===== config.mk =====
export PLATFORM = sky130hd
export DESIGN_NAME = hvt_front
export DESIGN_NICKNAME = d
export VERILOG_FILES = /design/src/rtl/hvt_pkg.sv /design/src/rtl/hvt_front.sv
export SDC_FILE = /design/constraint.sdc
export NUM_CORES = 1
export LEC_CHECK = 0
export ABC_AREA = 1
export CORE_AREA = 2 2 62 64
export CTS_CLUSTER_DIAMETER = 150
export DETAILED_ROUTE_END_ITERATION = 12
export DIE_AREA = 0 0 64 66
export DONT_BUFFER_PORTS = 1
export MAX_ROUTING_LAYER = met4
export PLACE_DENSITY = 0.68
export REMOVE_ABC_BUFFERS = 1
export SYNTH_ARGS = -nofsm -noshare
export SYNTH_HDL_FRONTEND = slang
export SYNTH_SLANG_ARGS = --single-unit

===== constraint.sdc =====
create_clock -name clk -period 2.8 [get_ports clk]
set_clock_uncertainty 0.15 [all_clocks]
set_input_delay 0.28 -clock clk [delete_from_list [all_inputs] [get_ports clk]]
set_output_delay 0.28 -clock clk [all_outputs]
set_load 0.02 [all_outputs]

===== src/rtl/hvt_pkg.sv =====
`timescale 1ns / 1ps
package hvt_pkg;

  localparam int GrayLevels = 256;
  localparam int QueueDepth = 4;

  localparam logic [1:0] REG_SMOOTHING_WIDTH = 2'd0;
  localparam logic [1:0] REG_SEARCH_MODE     = 2'd1;
  localparam logic [1:0] REG_VALLEY_COUNT    = 2'd2;

  localparam logic MODE_BALANCE = 1'b0;
  localparam logic MODE_PEAK    = 1'b1;

  localparam logic [7:0] SCAN_FIRST = 8'd2;
  localparam logic [7:0] SCAN_LAST  = 8'd253;
  localparam logic [7:0] LEVEL_MAX  = 8'd255;
  localparam logic [7:0] LEVEL_254  = 8'd254;

  typedef struct packed {
    logic [7:0] level;
    logic       last;
  } item_t;

  typedef struct packed {
    logic [7:0] smoothing_width;
    logic       search_mode;
    logic [7:0] valley_count;
  } cfg_t;

endpackage


===== src/rtl/hvt_front.sv =====
`timescale 1ns / 1ps
module hvt_front import hvt_pkg::*; (
  input  logic       clk,
  input  logic       rst,
  input  logic       push,
  output logic       full,
  input  logic [7:0] pixel_value,
  input  logic       last_pixel,
  output logic       q_valid,
  output item_t      q_item,
  input  logic       q_pop
);

  localparam int PW = $clog2(QueueDepth);

  item_t           slots [QueueDepth];
  logic [PW-1:0]   wr_ptr;
  logic [PW-1:0]   rd_ptr;
  logic [PW:0]     count;
  logic            do_push;
  logic            do_pop;

  assign full    = (count == (PW+1)'(QueueDepth));
  assign q_valid = (count != '0);
  assign q_item  = slots[rd_ptr];
  assign do_push = push && !full;
  assign do_pop  = q_pop && q_valid;

  always_ff @(posedge clk) begin
    if (do_push) begin
      slots[wr_ptr] <= '{level: pixel_value, last: last_pixel};
    end
    if (rst) begin
      wr_ptr <= '0;
      rd_ptr <= '0;
      count  <= '0;
    end else begin
      if (do_push) wr_ptr <= wr_ptr + 1'b1;
      if (do_pop) rd_ptr <= rd_ptr + 1'b1;
      count <= count + (PW+1)'(do_push) - (PW+1)'(do_pop);
    end
  end

endmodule


==> results.md <==
* Starting Density at 0.5218
* Die ar. at 0.004224 mm2
* Worst-Skew Late Latency at 0.34 ns
* Slew @ Worst Pin at 0.7897 ns
* Crit path DAT at 1.86 ns
* Die X at 64 um
* Largest area contributor in the netlist: edfxtp_1
* Gate power share at 0.301
* HP Class: primary input to register
* DRC errors left at 0
* CP Class: register to primary output
* Top-area cell type share of the netlist area at 0.5834
* Post-synthesis mux area share at 0
* Pre-antenna DRT Iters at 4
* Routed via count at 1137
* Clk slew on worst S/H paths at 0.11 ns
* DP HPWL at 2072 um
* CTS buffer count at 5
* Vias in the first global route at 1164
* Post-route antenna net violation count at 0
* Final Hold Slack at 0.1139 ns
* Library cells used by synthesis at 18
* PD cells at 816.5 mW/mm2
* Static Leakage at 0.7702 nW
* Flop pwr share at 0.534
* Run status: completed
* Largest family of logic cells by synthesized area: compound AO/OA/AOI/OAI gates
* N_diodes at 0
* Synth Area in Adders at 0.05132
* Area fraction in compound gates after synthesis at 0.1047
* Setup TNS Final at 0 ns
* Final setup viols at 0
* Total GRT Usage at 0.1745
* Synthesized instance count at 152
* Syn Std Cell Area at 0.001853 mm2
* Syn-to-layout area delta at 11.88%
* RSZ-0062 raised after global routing: false
* CP required at 2.37 ns
* First-pass GRT wire length at 5244 um
* Post-synthesis simple-gate area fraction at 0.1020
* F_max at 437.1 MHz
* Routed wire length per instance at 13.99 um
* Root Driver: clkbuf_4
* Global route overflow at 0
* Net Switching at 0.6153 mW
* Final hold vios at 0
* Seq/Total Area, Yosys at 0.6806
* Initial antenna violation count at 0
* CTS tree: built
* Reg area at 0.001261 mm2
* Switching share of power at 0.3635
* Fillers at 295
* Pin count of the biggest net entering global routing at 20
* YS warnings at 0
* Core Util, Final at 0.5839
* Min Tclk post-route at 2.288 ns
* Number of max-cap violations at 0
* Max-slew violations at 0
* Port Buffers at 0
* Max incr delay on CP at 0.85 ns
* Crit path launch type: register
* Post_cts resized at 0
* Mean Syn Cell Area at 12.19 um2
* Setup crit end kind: primary output
* Die Y at 66 um
* Clock network power share at 0.166
* CP max stage cell: dfxtp_1
* Clock buffer depth at 2
* Layout cells sized above 1 at 0.09249
* Final Wtd Congestion at 0.7854
* Xor/xnor share of the synthesized area at 0
* CP Cell Sequence: o21ai_0 -> o22ai_1
* Multi-input logic area at 478.0 um2
* # IOs at 24
* DR iter-0 viols at 70
* Cell Rows at 22
* Rel. slew slack at 0.4728
* Max rail drop VDD at 0.0005810 V
* Worst-path fanout max at 19
* Total power at 1.693 mW
* Clk sinks at 45
* Largest cells by area after synthesis: edfxtp_1 58%, dfxtp_1 9.7%, nor2_1 6.1%
* Via density at 5.145
* Total Routed Length at 3091 um
* Cell internal pwr at 1.077 mW
* Final period util at 0.8171
* NumNets Final at 192
* Htree depth at 2
* Core area at 0.003551 mm2
* #FFs+latches synth at 45
[per-stage QoR]
stage	std cells	instance area (um2)	setup WS [ns]
floorplan	149	1810	0.7961
global placement	201	1901	0.7390
detailed placement	201	1901	0.6586
CTS	221	2073	0.4510
global route	221	2073	0.3761
finish	221	2073	0.5123
[metal layers]
layer	GRT usage	vias up	wire, um
met5	-	-	0
met2	0.3216	24	1745
li1	-	566	-
met1	0.1764	543	1201
met4	0.06250	0	29
met3	0.04940	4	114
[cell families (layout without fill, tap and decap cells)]
group | count (synthesis) | in the layout
AOI/OAI and AO/OA | 34 | 34
adders and majority gates | 7 | 7
DFF | 45 | 45
buffers and inverters | 20 | 41
and+or+nand+nor | 46 | 46
[area by class of cell]
type,instances,share of cell area
multi-input cells,87,0.2305
repair buffers,16,0.07242
flip-flops and latches,45,0.6083
clock buffers,7,0.02173
inverters,17,0.03440
well taps,48,0.02897
clock inverters,1,0.003621
[registers in the layout, indices dropped and copies added, names as in the netlist, named ones only]
register	count
count	3
slots	36
rd_ptr	2
wr_ptr	2
[repair_timing]
action / 4_1_cts / 5_1_grt
hold buffers: 12 / 0
buffers inserted: 0 / 0
setup endpoints to repair: 0 / 0
hold endpoints to repair: 44 / 0
[path summary, 6_finish.rpt]
| check | startpoint | endpoint | slack, ns | depth (start not counted) |
|---|---|---|---|---|
| min reg2reg | rd_ptr[0] | register | 0.36 | 2 |
| max reg2reg | count[1] | count[2] | 0.64 | 10 |
| min | q_pop | register | 0.11 | 5 |
| max | register | q_item[5] | 0.51 | 2 |
[critical path, delay by kind of cell (launching register included)]
kind / cells / cell delay (ns)
flip-flops: 1 / 0.85
AO/OA/AOI/OAI: 2 / 0.67
[synth_stat cells (all sizes together)]
cell type	number
nand2	12
o21ai	19
a21boi	2
edfxtp	36
dfxtp	9
nand3	3
ha	6
nor2	31
buf	3
inv	17
a21oi	4
o22ai	9
fa	1
[power by group through the flow]
stage          combinational (mW)  clock (mW)  sequential (mW)
2_1_floorplan               0.398           0            0.899
3_3_place_gp                0.472           0            0.914
3_5_place_dp                0.497           0            0.922
4_1_cts                     0.517       0.293            0.906
5_1_grt                     0.589       0.324            0.917
6_report                    0.509       0.280            0.903
[cell usage in the layout, fill, tap and decap left out, drive strengths merged]
cell | netlist | layout
a21boi | 2 | 2
a21oi | 4 | 4
buf | 3 | 4
clkbuf | 0 | 7
clkinvlp | 0 | 1
dfxtp | 9 | 9
dlygate4sd3 | 0 | 12
edfxtp | 36 | 36
fa | 1 | 1
ha | 6 | 6
inv | 17 | 17
nand2 | 12 | 12
nand3 | 3 | 3
nor2 | 31 | 31
o21ai | 19 | 19
o22ai | 9 | 9
No activity file was read; power rests on OpenSTA's default activity.
